==> src/hdl/vbrt_pkg.sv <==
// shared types and constants for the valid byte range tracker
// no dependencies; every other file imports this package
package vbrt_pkg;

	localparam int MAX_RANGES  = 8;
	localparam int OFFSET_BITS = 24;
	localparam int LEN_W       = 24;
	localparam int TIME_W      = 48;
	localparam int CNT_W       = $clog2(MAX_RANGES + 1);
	localparam int CFG_IDX_W   = 1;
	localparam int CFG_DATA_W  = 48;

	typedef logic [OFFSET_BITS-1:0] pos_t;
	typedef logic [CNT_W-1:0]       cnt_t;

	localparam cnt_t MAX_CNT = cnt_t'(MAX_RANGES);

	// configuration register indexes
	localparam logic [CFG_IDX_W-1:0] REG_FILE_LENGTH = 1'd0;
	localparam logic [CFG_IDX_W-1:0] REG_CACHED_TIME = 1'd1;

	typedef enum logic {
		OP_QUERY  = 1'b0,
		OP_INSERT = 1'b1
	} opcode_t;

	typedef enum logic [1:0] {
		ST_OK    = 2'd0,
		ST_RANGE = 2'd1,
		ST_FULL  = 2'd2
	} status_t;

	typedef struct packed {
		opcode_t           opcode;
		pos_t              offset;
		pos_t              byte_count;
		logic [TIME_W-1:0] server_modified_time;
	} req_word_t;

	typedef struct packed {
		logic    hit;
		status_t status;
		logic    table_was_cleared;
		cnt_t    ranges_in_use;
	} rsp_word_t;

	typedef struct packed {
		logic [CFG_IDX_W-1:0]  index;
		logic [CFG_DATA_W-1:0] wdata;
	} cfg_word_t;

	// contents of one interval cell
	typedef struct packed {
		pos_t low;
		pos_t high;
		logic used;
	} cell_state_t;

	// broadcast control from the sequencer to every cell
	typedef struct packed {
		logic clear_all;
		logic rotate;
		cnt_t active_len;
		logic tail_keep;
		logic write_new;
		pos_t new_low;
		pos_t new_high;
		pos_t head_low;
		pos_t head_high;
	} cell_ctrl_t;

	// containment query, end held as last index plus one
	typedef struct packed {
		pos_t                 start;
		logic [OFFSET_BITS:0] end_p1;
	} query_t;

endpackage

==> src/hdl/vbrt_if.sv <==
// handshake channels of the valid byte range tracker: request, response, config
// depends on vbrt_pkg
interface vbrt_req_if import vbrt_pkg::*; ();
	logic      valid;
	logic      ready;
	req_word_t data;

	modport source (output valid, output data, input ready);
	modport sink (input valid, input data, output ready);
endinterface

interface vbrt_rsp_if import vbrt_pkg::*; ();
	logic      valid;
	logic      ready;
	rsp_word_t data;

	modport source (output valid, output data, input ready);
	modport sink (input valid, input data, output ready);
endinterface

interface vbrt_cfg_if import vbrt_pkg::*; ();
	logic                  valid;
	logic                  ready;
	logic [CFG_IDX_W-1:0]  index;
	logic [CFG_DATA_W-1:0] wdata;

	modport source (output valid, output index, output wdata, input ready);
	modport sink (input valid, input index, input wdata, output ready);
endinterface

==> src/hdl/vbrt_cell.sv <==
// one interval cell of the chain: holds low, high and used, shifts from its neighbor
// depends on vbrt_pkg
module vbrt_cell import vbrt_pkg::*; (
	input  logic        clk,
	input  logic        arst_n,
	input  cnt_t        idx,
	input  cell_ctrl_t  ctrl,
	input  cell_state_t nxt,
	input  query_t      qry,
	output cell_state_t cur,
	output logic        hit
);

	logic        used_q;
	pos_t        low_q;
	pos_t        high_q;
	cnt_t        idx_p1;
	logic        shift_en;
	logic        tail_en;
	logic        write_en;

	// position of this cell within the active part of the chain
	assign idx_p1   = idx + cnt_t'(1);
	assign shift_en = ctrl.rotate && (idx_p1 < ctrl.active_len);
	assign tail_en  = ctrl.rotate && (idx_p1 == ctrl.active_len);
	assign write_en = ctrl.write_new && (idx == ctrl.active_len);

	// used flag
	always_ff @(posedge clk or negedge arst_n) begin
		if (!arst_n) begin
			used_q <= 1'b0;
		end else if (ctrl.clear_all) begin
			used_q <= 1'b0;
		end else if (shift_en) begin
			used_q <= nxt.used;
		end else if (tail_en) begin
			used_q <= ctrl.tail_keep;
		end else if (write_en) begin
			used_q <= 1'b1;
		end
	end

	// interval bounds
	always_ff @(posedge clk) begin
		if (shift_en) begin
			low_q  <= nxt.low;
			high_q <= nxt.high;
		end else if (tail_en) begin
			low_q  <= ctrl.head_low;
			high_q <= ctrl.head_high;
		end else if (write_en) begin
			low_q  <= ctrl.new_low;
			high_q <= ctrl.new_high;
		end
	end

	assign cur = {low_q, high_q, used_q};

	// containment test against this interval
	assign hit = used_q && (low_q <= qry.start)
		&& (({1'b0, high_q} + (OFFSET_BITS+1)'(1)) >= qry.end_p1);

endmodule

==> src/hdl/valid_byte_range_tracker.sv <==
// top level of the valid byte range tracker: request sequencer and chain of interval cells
// depends on vbrt_pkg, vbrt_if and vbrt_cell
//
// usage
//   req: one word per item (opcode, offset, byte_count, server_modified_time)
//   rsp: one word per item (hit, status, table_was_cleared, ranges_in_use)
//   cfg: register writes, always ready; index 0 file_length, 1 cached_modified_time
// the intervals live in a row of MAX_RANGES cells, used ones packed at the front
// a query compares all cells at once; its word appears in the cycle after acceptance
// an empty insert also answers in the cycle after acceptance
// an insert walks the stored intervals through the chain, one per cycle: each
// leaves the head and re-enters at the tail if kept, else the chain shortens;
// S_PLACE then places the merged interval unless the table is full, and the insert
// word is registered there; after a clear the walk is skipped and S_PLACE follows
// acceptance directly
// one item is in flight at a time; req.ready is low during an insert walk
// a stalled rsp holds its word; the next item is taken in the cycle the word leaves
// reset empties the table and sets both registers to zero
module valid_byte_range_tracker import vbrt_pkg::*; (
	input  logic        clk,
	input  logic        arst_n,
	vbrt_req_if.sink    req,
	vbrt_rsp_if.source  rsp,
	vbrt_cfg_if.sink    cfg
);

	localparam int CMP_W = ((OFFSET_BITS > LEN_W) ? OFFSET_BITS : LEN_W) + 2;

	typedef enum logic [2:0] {
		S_IDLE  = 3'b001,
		S_SCAN  = 3'b010,
		S_PLACE = 3'b100
	} state_t;

	state_t            state_q;
	cnt_t              cnt_q;
	cnt_t              len_q;
	cnt_t              rem_q;
	logic [LEN_W-1:0]  file_len_q;
	logic [TIME_W-1:0] cached_time_q;
	pos_t              start_q;
	pos_t              end_q;
	pos_t              acc_low_q;
	pos_t              acc_high_q;
	logic              cleared_q;
	rsp_word_t         rsp_q;
	logic              rsp_valid_q;

	logic                 req_acc;
	logic                 rsp_load;
	logic                 is_query;
	logic                 is_empty;
	logic [OFFSET_BITS:0] sum;
	logic                 out_of_range;
	pos_t                 ins_end;
	logic                 stale;
	cnt_t                 start_len;
	logic                 full;
	cnt_t                 len_next;

	cell_ctrl_t           ctrl;
	query_t               qry;
	cell_state_t          cells [MAX_RANGES];
	logic [MAX_RANGES-1:0] hit_vec;
	logic [MAX_RANGES-1:0] used_vec;
	logic [MAX_RANGES-1:0] prefix_mask;

	cell_state_t head;
	logic        hold_s;
	logic        hold_e;
	logic        enclosed;
	logic        keep_h;

	// handshakes
	assign req_acc   = req.valid && req.ready;
	assign req.ready = (state_q == S_IDLE) && (!rsp_valid_q || rsp.ready);
	assign cfg.ready = 1'b1;
	assign rsp.valid = rsp_valid_q;
	assign rsp.data  = rsp_q;

	// request decode
	assign is_query     = (req.data.opcode == OP_QUERY);
	assign is_empty     = (req.data.byte_count == '0);
	assign sum          = {1'b0, req.data.offset} + {1'b0, req.data.byte_count};
	assign out_of_range = CMP_W'(sum) > (CMP_W'(file_len_q) + CMP_W'(1));
	assign ins_end      = sum[OFFSET_BITS] ? '1 : (sum[OFFSET_BITS-1:0] - pos_t'(1));
	assign stale        = cached_time_q < req.data.server_modified_time;
	assign start_len    = stale ? '0 : cnt_q;
	assign full         = (len_q == MAX_CNT);
	assign len_next     = full ? len_q : (len_q + cnt_t'(1));

	assign qry.start  = req.data.offset;
	assign qry.end_p1 = sum;

	// fate of the interval leaving the head of the chain
	assign head     = cells[0];
	assign hold_s   = (head.low <= start_q) && (head.high >= start_q);
	assign hold_e   = (head.low <= end_q) && (head.high >= end_q);
	assign enclosed = (head.low > start_q) && (head.high < end_q);
	assign keep_h   = !(hold_s || hold_e || enclosed);

	// broadcast control
	always_comb begin
		ctrl.clear_all  = req_acc && !is_query && !is_empty && stale;
		ctrl.rotate     = (state_q == S_SCAN);
		ctrl.active_len = len_q;
		ctrl.tail_keep  = keep_h;
		ctrl.write_new  = (state_q == S_PLACE) && !full;
		ctrl.new_low    = acc_low_q;
		ctrl.new_high   = acc_high_q;
		ctrl.head_low   = head.low;
		ctrl.head_high  = head.high;
	end

	// chain of interval cells
	for (genvar i = 0; i < MAX_RANGES; i++) begin : g_cell
		cell_state_t nxt;
		if (i == MAX_RANGES - 1) begin : g_last
			assign nxt = '0;
		end else begin : g_mid
			assign nxt = cells[i+1];
		end
		vbrt_cell u_cell (
			.clk    (clk),
			.arst_n (arst_n),
			.idx    (cnt_t'(i)),
			.ctrl   (ctrl),
			.nxt    (nxt),
			.qry    (qry),
			.cur    (cells[i]),
			.hit    (hit_vec[i])
		);
		assign used_vec[i] = cells[i].used;
	end

	// configuration registers
	always_ff @(posedge clk or negedge arst_n) begin
		if (!arst_n) begin
			file_len_q    <= '0;
			cached_time_q <= '0;
		end else if (cfg.valid && cfg.ready) begin
			case (cfg.index)
				REG_FILE_LENGTH: file_len_q    <= cfg.wdata[LEN_W-1:0];
				REG_CACHED_TIME: cached_time_q <= cfg.wdata[TIME_W-1:0];
				default: ;
			endcase
		end
	end

	// response valid: set when a word is formed, cleared when it leaves
	assign rsp_load = (state_q == S_PLACE) || (req_acc && (is_query || is_empty));

	always_ff @(posedge clk or negedge arst_n) begin
		if (!arst_n) begin
			rsp_valid_q <= 1'b0;
		end else if (rsp_load) begin
			rsp_valid_q <= 1'b1;
		end else if (rsp.ready) begin
			rsp_valid_q <= 1'b0;
		end
	end

	// sequencer
	always_ff @(posedge clk or negedge arst_n) begin
		if (!arst_n) begin
			state_q     <= S_IDLE;
			cnt_q       <= '0;
			len_q       <= '0;
			rem_q       <= '0;
		end else begin
			case (state_q)
				S_IDLE: begin
					if (req_acc && !is_query && !is_empty) begin
						len_q   <= start_len;
						rem_q   <= start_len;
						cnt_q   <= start_len;
						state_q <= (start_len == '0) ? S_PLACE : S_SCAN;
					end
				end
				S_SCAN: begin
					rem_q <= rem_q - cnt_t'(1);
					if (!keep_h) begin
						len_q <= len_q - cnt_t'(1);
					end
					if (rem_q == cnt_t'(1)) begin
						state_q <= S_PLACE;
					end
				end
				S_PLACE: begin
					cnt_q       <= len_next;
					state_q     <= S_IDLE;
				end
				default: state_q <= S_IDLE;
			endcase
		end
	end

	// insert bounds, merge accumulator and response word
	always_ff @(posedge clk) begin
		case (state_q)
			S_IDLE: begin
				if (req_acc) begin
					start_q    <= req.data.offset;
					end_q      <= ins_end;
					acc_low_q  <= req.data.offset;
					acc_high_q <= ins_end;
					cleared_q  <= stale;
					rsp_q.hit               <= is_query && !out_of_range && (|hit_vec);
					rsp_q.status            <= (is_query && out_of_range) ? ST_RANGE : ST_OK;
					rsp_q.table_was_cleared <= 1'b0;
					rsp_q.ranges_in_use     <= cnt_q;
				end
			end
			S_SCAN: begin
				if (hold_s && (head.low < acc_low_q)) begin
					acc_low_q <= head.low;
				end
				if (hold_e && (head.high > acc_high_q)) begin
					acc_high_q <= head.high;
				end
			end
			S_PLACE: begin
				rsp_q.hit               <= 1'b0;
				rsp_q.status            <= full ? ST_FULL : ST_OK;
				rsp_q.table_was_cleared <= cleared_q;
				rsp_q.ranges_in_use     <= len_next;
			end
			default: ;
		endcase
	end

	// expected used pattern for a packed table
	always_comb begin
		for (int i = 0; i < MAX_RANGES; i++) begin
			prefix_mask[i] = (cnt_t'(i) < cnt_q);
		end
	end

	// the table stays packed to the front between items
	a_packed: assert property (@(posedge clk) disable iff (!arst_n)
		(state_q == S_IDLE) |-> (used_vec == prefix_mask))
		else $error("used intervals not packed to the front");

	// no new word taken while an insert is in progress
	a_busy: assert property (@(posedge clk) disable iff (!arst_n)
		(state_q != S_IDLE) |-> !req.ready)
		else $error("request taken during insert");

	// the walk never runs past the active part of the chain
	a_walk: assert property (@(posedge clk) disable iff (!arst_n)
		(state_q == S_SCAN) |-> ((rem_q != '0) && (rem_q <= len_q)))
		else $error("insert walk out of bounds");

	// a dropped insert only happens with every cell kept
	a_full: assert property (@(posedge clk) disable iff (!arst_n)
		(state_q == S_PLACE && full) |=> (rsp_q.ranges_in_use == MAX_CNT && cnt_q == MAX_CNT))
		else $error("full status with free cells");

	// stored count never exceeds the chain
	a_count: assert property (@(posedge clk) disable iff (!arst_n)
		cnt_q <= MAX_CNT)
		else $error("interval count overflow");

endmodule
==> src/flat_wrapper.sv <==
// flat-port wrapper written by rule: the top's interface ports become plain ports
module valid_byte_range_tracker_flat import vbrt_pkg::*;
  (clk, arst_n, req_valid, req_data, req_ready, rsp_valid, rsp_data, rsp_ready, cfg_valid, cfg_index, cfg_wdata, cfg_ready);
  vbrt_req_if req_i ();
  vbrt_rsp_if rsp_i ();
  vbrt_cfg_if cfg_i ();
  input  logic clk;
  input  logic arst_n;
  input wire logic [$bits(req_i.valid)-1:0] req_valid;
  input wire logic [$bits(req_i.data)-1:0] req_data;
  output wire logic [$bits(req_i.ready)-1:0] req_ready;
  output wire logic [$bits(rsp_i.valid)-1:0] rsp_valid;
  output wire logic [$bits(rsp_i.data)-1:0] rsp_data;
  input wire logic [$bits(rsp_i.ready)-1:0] rsp_ready;
  input wire logic [$bits(cfg_i.valid)-1:0] cfg_valid;
  input wire logic [$bits(cfg_i.index)-1:0] cfg_index;
  input wire logic [$bits(cfg_i.wdata)-1:0] cfg_wdata;
  output wire logic [$bits(cfg_i.ready)-1:0] cfg_ready;
  assign req_i.valid = req_valid;
  assign req_i.data = req_data;
  assign req_ready = req_i.ready;
  assign rsp_valid = rsp_i.valid;
  assign rsp_data = rsp_i.data;
  assign rsp_i.ready = rsp_ready;
  assign cfg_i.valid = cfg_valid;
  assign cfg_i.index = cfg_index;
  assign cfg_i.wdata = cfg_wdata;
  assign cfg_ready = cfg_i.ready;
  valid_byte_range_tracker u_core (.clk(clk), .arst_n(arst_n), .req(req_i), .rsp(rsp_i), .cfg(cfg_i));
endmodule
==> config.mk <==
export PLATFORM = sky130hd
export DESIGN_NAME = valid_byte_range_tracker_flat
export DESIGN_NICKNAME = d
export VERILOG_FILES = /design/src/hdl/vbrt_pkg.sv /design/src/hdl/vbrt_if.sv /design/src/hdl/vbrt_cell.sv /design/src/hdl/valid_byte_range_tracker.sv /design/src/flat_wrapper.sv
export SDC_FILE = /design/constraint.sdc
export NUM_CORES = 2
export LEC_CHECK = 0
export BUFFER_PORTS_ARGS = -buffer_cell sky130_fd_sc_hd__buf_2
export CAP_MARGIN = 20
export CORE_ASPECT_RATIO = 1.2
export CORE_MARGIN = 5
export CORE_UTILIZATION = 38
export CTS_CLUSTER_DIAMETER = 60
export CTS_CLUSTER_SIZE = 10
export DETAILED_ROUTE_END_ITERATION = 8
export PLACE_DENSITY_LB_ADDON = 0.3
export SLEW_MARGIN = 0
export SYNTH_ARGS = -nofsm -noshare
export SYNTH_HDL_FRONTEND = slang
export SYNTH_SLANG_ARGS = --single-unit
==> constraint.sdc <==
create_clock -name clk -period 12.6 [get_ports clk]
set_input_delay 2.52 -clock clk [delete_from_list [all_inputs] [get_ports clk]]
set_output_delay 2.52 -clock clk [all_outputs]
set_load 0.02 [all_outputs]
== Yosys cells after proc, flatten, opt, wreduce, memory -nomap -nowiden ==
Index checks and enable logic that the tools add are counted.

* $add $sub $neg: 14
* $lt $le $gt $ge: 34
* Equality and inequality tests: 20
* Muxes and demuxes: 102
* Bitwise gates (word level): 2
* Reductions and logical operators: 99

{| class="wikitable"
|+ Operator list
! operator !! count
|-
| $mux 24 || 51
|-
| $le 24x24->1 || 10
|-
| $add 24x1->25 const B || 9
|-
| $ge 25x25->1 || 8
|-
| $pmux 24 s2 || 2
|-
| $logic_and 1x1->1 || 55
|-
| $ge 24x24->1 || 2
|-
| $gt 24x24->1 || 2
|-
| $lt 24x24->1 || 2
|-
| $lt 48x48->1 || 1
|-
| $mux 1 || 35
|-
| $reduce_bool 4->1 || 8
|-
| $gt 25x26->1 || 1
|-
| $add 24x24->25 || 1
|-
| $logic_not 24->1 || 1
|-
| $pmux 4 s2 || 3
|-
| $sub 24x1->24 const B || 1
|-
| $reduce_bool 3->1 || 6
|-
| $eq 3x4->1 const A || 4
|-
| $lt 3x4->1 const A || 4
|-
| $mux 4 || 4
|-
| $pmux 8 s2 || 1
|-
| $reduce_and 2->1 || 8
|-
| $ne 2x1->1 const B || 5
|-
| 25 further kinds || 47
|}

* Flip-flop bits (word level): 585
* Input bits: 151
* Output and inout port bits: 11
* Logic and storage cells: 311

== Longest topological paths before layout ==
* Word-level depth: 8
* Gate-level depth with buffers: 23
* Mapped depth without buffers: 22

== By module ==
A second synthesis with hierarchy kept.

* Cell total of the unflattened synthesis: 5269
* Area total of the unflattened synthesis: 49053.3 um^2

{| class="wikitable"
|+ Modules (own cells, without submodules)
! module !! times used !! cells an instance !! area an instance (um^2) !! sequential area each (um^2)
|-
| vbrt_cell (u_core.g_cell[1].u_cell ...) || 6 || 465 || 4259.1 || 1466.4
|-
| valid_byte_range_tracker || 1 || 1537 || 14915.6 || 5356.4
|-
| vbrt_cell (u_core.g_cell[0].u_cell) || 1 || 467 || 4304.1 || 1466.4
|-
| vbrt_cell (u_core.g_cell[7].u_cell) || 1 || 475 || 4279.1 || 1466.4
|}

== Worst setup path after synthesis ==
OpenSTA, ideal clock, no wires.

* Path kind: input to register
* Start: input req_data[48]
* End: register u_core.rsp_q (netlist bit u_core.rsp.data[7]) (data pin)
* Setup time: 264 ps
* Arrival time: 7131 ps
* Required time: 12336 ps
* Setup slack: 5205 ps
* Stages: 22
* Path buffers: 1
* Path through: ha_1 -> fa_1 -> a211oi_1 -> o21ai_1 -> a41o_1 -> a31o_2 -> a21oi_1 -> o21bai_1 -> a21o_1 -> a21oi_1 -> clkbuf_1 -> ha_1 -> nand4_1 -> nor4_1 -> o31ai_1 -> o211ai_1 -> maj3_1 -> and4_1 -> a211oi_1 -> nand4b_1 -> a211oi_1 -> a31oi_1

* Word-level cells in the longest chain between the ends: 7
* Elaborated cells on any way between the ends: 24
* Those cells by class: 1 x add/sub; 9 x order compare; 2 x mux; 12 x reduce/logical

{| class="wikitable"
|+ RTL lines
! element !! RTL line !! source
|-
| start: declaration || flat_wrapper.sv:10 || <nowiki>input wire logic [$bits(req_i.data)-1:0] req_data;</nowiki>
|-
| $add 24x24->25 * || valid_byte_range_tracker.sv:84 || <nowiki>assign sum = {1'b0, req.data.offset} + {1'b0, req.data.byte_count};</nowiki>
|-
| $ge 25x25->1 / $gt 25x26->1 (equally long branches) || vbrt_cell.sv:61, valid_byte_range_tracker.sv:85 ||
|-
| $logic_and 1x1->1 / $logic_not 1->1 (equally long branches) || vbrt_cell.sv:61, valid_byte_range_tracker.sv:208 ||
|-
| $reduce_or 8->1 / $logic_and 1x1->1 (equally long branches) || valid_byte_range_tracker.sv:208 || <nowiki>rsp_q.hit <= is_query && !out_of_range && (|hit_vec);</nowiki>
|-
| $logic_and 1x1->1 * || valid_byte_range_tracker.sv:208 ||
|-
| $mux 8 * || valid_byte_range_tracker.sv:202 || <nowiki>if (req_acc) begin</nowiki>
|-
| $pmux 8 s2 * || valid_byte_range_tracker.sv:200 || <nowiki>case (state_q)</nowiki>
|-
| end: declaration || valid_byte_range_tracker.sv:46 || <nowiki>rsp_word_t rsp_q;</nowiki>
|}

Mark *: on every way between the ends. The rest lies on a longest branch, timed or not. The select of a mux whose other input is x is not followed.
A chain may end at the register's enable or synchronous reset.

== Final worst setup path ==
* Start: input req_data[72]
* End: register u_core.rsp_q (netlist bit u_core.rsp.data[7]) (data pin)

* Word-level cells in the longest chain between the ends: 7
* Elaborated cells on any way between the ends: 40
* Those cells by class: 1 x add/sub; 17 x order compare; 2 x mux; 20 x reduce/logical

{| class="wikitable"
|+ RTL lines
! element !! RTL line !! source
|-
| $add 24x24->25 / $le 24x24->1 (equally long branches) || valid_byte_range_tracker.sv:84, vbrt_cell.sv:60 ||
|-
| $ge 25x25->1, or another cell as far along || vbrt_cell.sv:61 || <nowiki>&& (({1'b0, high_q} + (OFFSET_BITS+1)'(1)) >= qry.end_p1);</nowiki>
|-
| $logic_and 1x1->1 / $logic_not 1->1 (equally long branches) || vbrt_cell.sv:61, valid_byte_range_tracker.sv:208 ||
|-
| $reduce_or 8->1 / $logic_and 1x1->1 (equally long branches) || valid_byte_range_tracker.sv:208 ||
|-
| $logic_and 1x1->1 * || valid_byte_range_tracker.sv:208 ||
|-
| $mux 8 * || valid_byte_range_tracker.sv:202 ||
|-
| $pmux 8 s2 * || valid_byte_range_tracker.sv:200 ||
|}

Marks and branches as above.

==> impl_metrics.csv <==
group,metric,value,unit
pwr,p_leak,21.9,nW
routing,via_per_inst,6.09,
synth,synth_cell_types,82,
synth,yosysWarnings,0,
worst_setup_path,worst_ep_arrival_time,8150,ps
synth,synthTopCellsByArea,"edfxtp_1 (29%), ha_1 (17%), dfrtp_1 (5.3%)",
clock_tree,cts_resized,0,
synth,synth_commonest_cells,"ha_1 (630), nand2_1 (499), edfxtp_1 (441), nor2_1 (321), inv_1 (292)",
routing,routedLengthMet1,64.7,mm
timing,tns,0,ps
floorplanning,num_io_pins,162,
routing,drc_errors,0,
clock_tree,cts-root-buf,"clkbuf_16",
global_route,grt_max_degree,70,
worst_setup_path,timing.rr.start,"u_core.g_cell[5].u_cell.high_q[4]",
timing,grt_setup_unrepaired,"no",
timing,tightest_slew,1200,ps
pwr,comb_power_share,0.273,
synth,synthArstFlopShare,0.164,
clock_tree,clock_latency,710,ps
clock_tree,postCtsSetupRepairBufs,0,
global_route,grt_first_pass_wirelength,254,mm
floorplanning,die-height,387,um
clock_tree,numCtsBuffers,79,
timing,slew_headroom,0.203,
pwr,p_per_area,131,nW/um^2
hold_path,holdPathStages,2,
pwr,power_switching_share,0.349,
synth,syn_avg_cell_area,9.52,um^2
synth,synth.most_common_cell,"ha_1",
global_route,antenna_found_initial,5,
hold_path,hold_class,"reg -> reg",
timing,hold_violations,0,
clock_tree,cts_tree,"done",
clock_tree,hold_buffers,0,
pwr,pwr-share-clk,0.335,
pwr,vdd_drop_max,0.000106,V
synth,syn-num-nets,5520,
layout,nets,5600,
placed_design,place_ws,4340,ps
routing,wl_met3,11.7,mm
worst_setup_path,rr_worst_depth,17,
layout,seq_area,16600,um^2
layout,syn_to_final_growth,11.4,%
flow_run,maxCapViolations,0,
floorplanning,rows,138,
synth,synth_cells,4738,
worst_setup_path,cp-end-kind,"flop",
timing,finalMaxSlewViolations,0,
layout,fin_util,0.426,
synth,ys_seq_elements,585,
routing,top_layer_used,"met4",
hold_path,min_from,"u_core.g_cell[7].u_cell.low_q[0]",
clock_tree,clkTransAtPathRegs,60,ps
global_route,grtUsageTotal,0.270,
routing,first_pass_iters,7,
routing,drt-initial-drc-count,4108,
timing,fmax,0.130,GHz
floorplanning,start_util,0.382,
timing,timing.final.setup_violations,0,
layout,drive_gt1_frac,0.113,
routing,ant_nets,0,
synth,syn_area,45100,um^2
worst_setup_path,ff2ff_setup_slack,7810,ps
clock_tree,cts.sinks,585,
worst_setup_path,critPathMaxFanout,11,
synth,yosysSeqAreaShare,0.368,
floorplanning,die_w,325,um
synth,synthFlopType,"edfxtp_1",
synth,synth_edf_count,441,
routing,wirelength,176,mm
placed_design,place.gp.congestion,0.994,
timing,setup_ws,4880,ps
global_route,grt_overflow,0,
timing,clock_skew,41.0,ps
run_status,outcome,"complete, no violations",
synth,yosys.area.top_type,"edfxtp_1",
clock_tree,clk_path_buf_depth,3,
layout,stdcell_area,50300,um^2
pwr,power_switching,2.30,mW
floorplanning,core,118000,um^2
clock_tree,htreeDepth,3,
floorplanning,die-area,126000,um^2
worst_setup_path,critPathRequiredTime,13030,ps
synth,synth_top_area_frac,0.294,
routing,wl_per_cell,27.4,um
placed_design,portBuffers,160,
worst_setup_path,start_kind,"input pin",
pwr,intPower,4.28,mW
worst_setup_path,criticalPathCategory,"in -> reg",
placed_design,place.detailed.hpwl,131,mm
timing,fin_crit_sh,0.612,
timing,fin_crit,7720,ps
hold_path,hold_end,"u_core.g_cell[7].u_cell.low_q[0]",
global_route,grt_pass1_vias,38300,
pwr,seqPwrFrac,0.392,
routing,via_count,39200,
layout,multiInputGateArea,26600,um^2
routing,wl_met2,85.0,mm
layout,nFillCells,11400,
timing,finalHoldWorstSlack,494,ps
placed_design,place_area,47700,um^2
worst_setup_path,reg2reg_to,"u_core.rsp.data[7]",
==> power groups by stage <==
| stage | combinational [mW] | sequential, mW | clock (mW) |
|---|---|---|---|
| 4_1_cts | 1.77 | 2.57 | 2.23 |
| 3_5_place_dp | 1.76 | 2.61 | 0 |
| 2_1_floorplan | 1.21 | 2.47 | 0 |
| 6_report | 1.79 | 2.58 | 2.20 |
| 3_3_place_gp | 1.73 | 2.60 | 0 |
| 5_1_grt | 1.97 | 2.59 | 2.31 |
==> stage by stage <==
stage                     power (mW)  instances
final                           6.58       6425
after global routing            6.88       6425
after CTS                       6.57       6421
after detailed placement        4.37       6275
after global placement          4.33       6275
after floorplan                 3.68       4738
==> final cells by class <==
type | instances | area share
clock inverters | 24 | 0.00486
well taps | 1540 | 0.0383
inverters | 294 | 0.0221
multi-input cells | 3607 | 0.530
clock buffers | 122 | 0.0444
flip-flops and latches | 585 | 0.330
repair buffers | 251 | 0.0297
diodes | 2 | 0.0000996
==> critical path, stage by stage <==
cell and delay (ps):
buf_2 230, ha_1 270, fa_1 420, a211oi_1 350
o21ai_1 200, a31oi_1 470, xnor2_1 490, inv_1 540
ha_1 470, nand4_1 120, nor2_1 60, a211oi_1 230
nor3_1 80, a2111o_1 380, maj3_1 390, a21oi_1 240
maj3_1 210, o221ai_1 120, a211oi_1 240, a31oi_1 110
==> placed cells by master (no fill, tap or decap), types with 45 or more instances in the layout <==
| master | netlist | layout |
|---|---|---|
| dfxtp_1 | 48 | 48 |
| o21ai_0 | 211 | 208 |
| clkbuf_16 | 0 | 80 |
| mux2i_1 | 139 | 139 |
| nor3_1 | 55 | 55 |
| ha_1 | 630 | 630 |
| nor2_1 | 321 | 314 |
| a31oi_1 | 57 | 57 |
| buf_2 | 0 | 159 |
| mux2_2 | 118 | 118 |
| a21oi_1 | 254 | 253 |
| a222oi_1 | 51 | 51 |
| xor2_1 | 96 | 95 |
| nand4_1 | 151 | 151 |
| nand3_1 | 161 | 157 |
| a21o_1 | 141 | 140 |
| and3_1 | 46 | 45 |
| edfxtp_1 | 441 | 441 |
| dfrtp_1 | 95 | 95 |
| xnor2_1 | 150 | 147 |
| o211ai_1 | 45 | 45 |
| nor2b_1 | 47 | 46 |
| buf_4 | 1 | 90 |
| nand2_1 | 499 | 487 |
| a22oi_1 | 73 | 73 |
| inv_1 | 292 | 291 |
==> layer usage <==
layer | vias to the layer above | track usage
li1 | 17700 | -
met1 | 19100 | 0.308
met2 | 1760 | 0.464
met3 | 532 | 0.0386
met4 | 0 | 0.194
met5 | - | 0
==> how the worst max path moves through the flow <==
stage	from	end	slack [ps]	cells after the start
final	req_data[72]	u_core.rsp.data[7]	4880	20
after global routing	req_data[72]	u_core.rsp.data[7]	4570	20
after CTS	req_data[72]	u_core.rsp.data[7]	5040	20
after detailed placement	req_data[72]	u_core.rsp.data[7]	4340	20
after global placement	req_data[72]	u_core.rsp.data[7]	4400	20
after floorplan	req_data[48]	u_core.rsp.data[7]	5210	22
==> state kept, by name, summed over array words and instances (netlist names) <==
| name | flops |
|---|---|
| u_core.g_cell.u_cell.high_q | 192 |
| u_core.cached_time_q | 48 |
| u_core.rem_q | 4 |
| u_core.start_q | 24 |
| u_core.rsp.valid | 1 |
| u_core.file_len_q | 24 |
| u_core.cnt_q | 4 |
| u_core.end_q | 24 |
| u_core.rsp.data | 8 |
| u_core.acc_high_q | 24 |
| u_core.cleared_q | 1 |
| u_core.acc_low_q | 24 |
| u_core.len_q | 4 |
| u_core.g_cell.u_cell.used_q | 8 |
| u_core.g_cell.u_cell.low_q | 192 |
| u_core.state_q | 3 |
==> kinds of logic after synthesis <==
logic type | count (synthesis) | share of synthesized area
multiplexers | 257 | 0.0603
other | 1 | 0.0000831
XOR/XNOR | 248 | 0.0488
buffers and inverters | 546 | 0.0461
adder cells (fa/ha/maj) | 637 | 0.177
AO/OA/AOI/OAI | 1050 | 0.152
flip-flops | 585 | 0.368
AND/OR/NAND/NOR | 1414 | 0.148
Note: power is estimated with default switching activity, not from simulation.
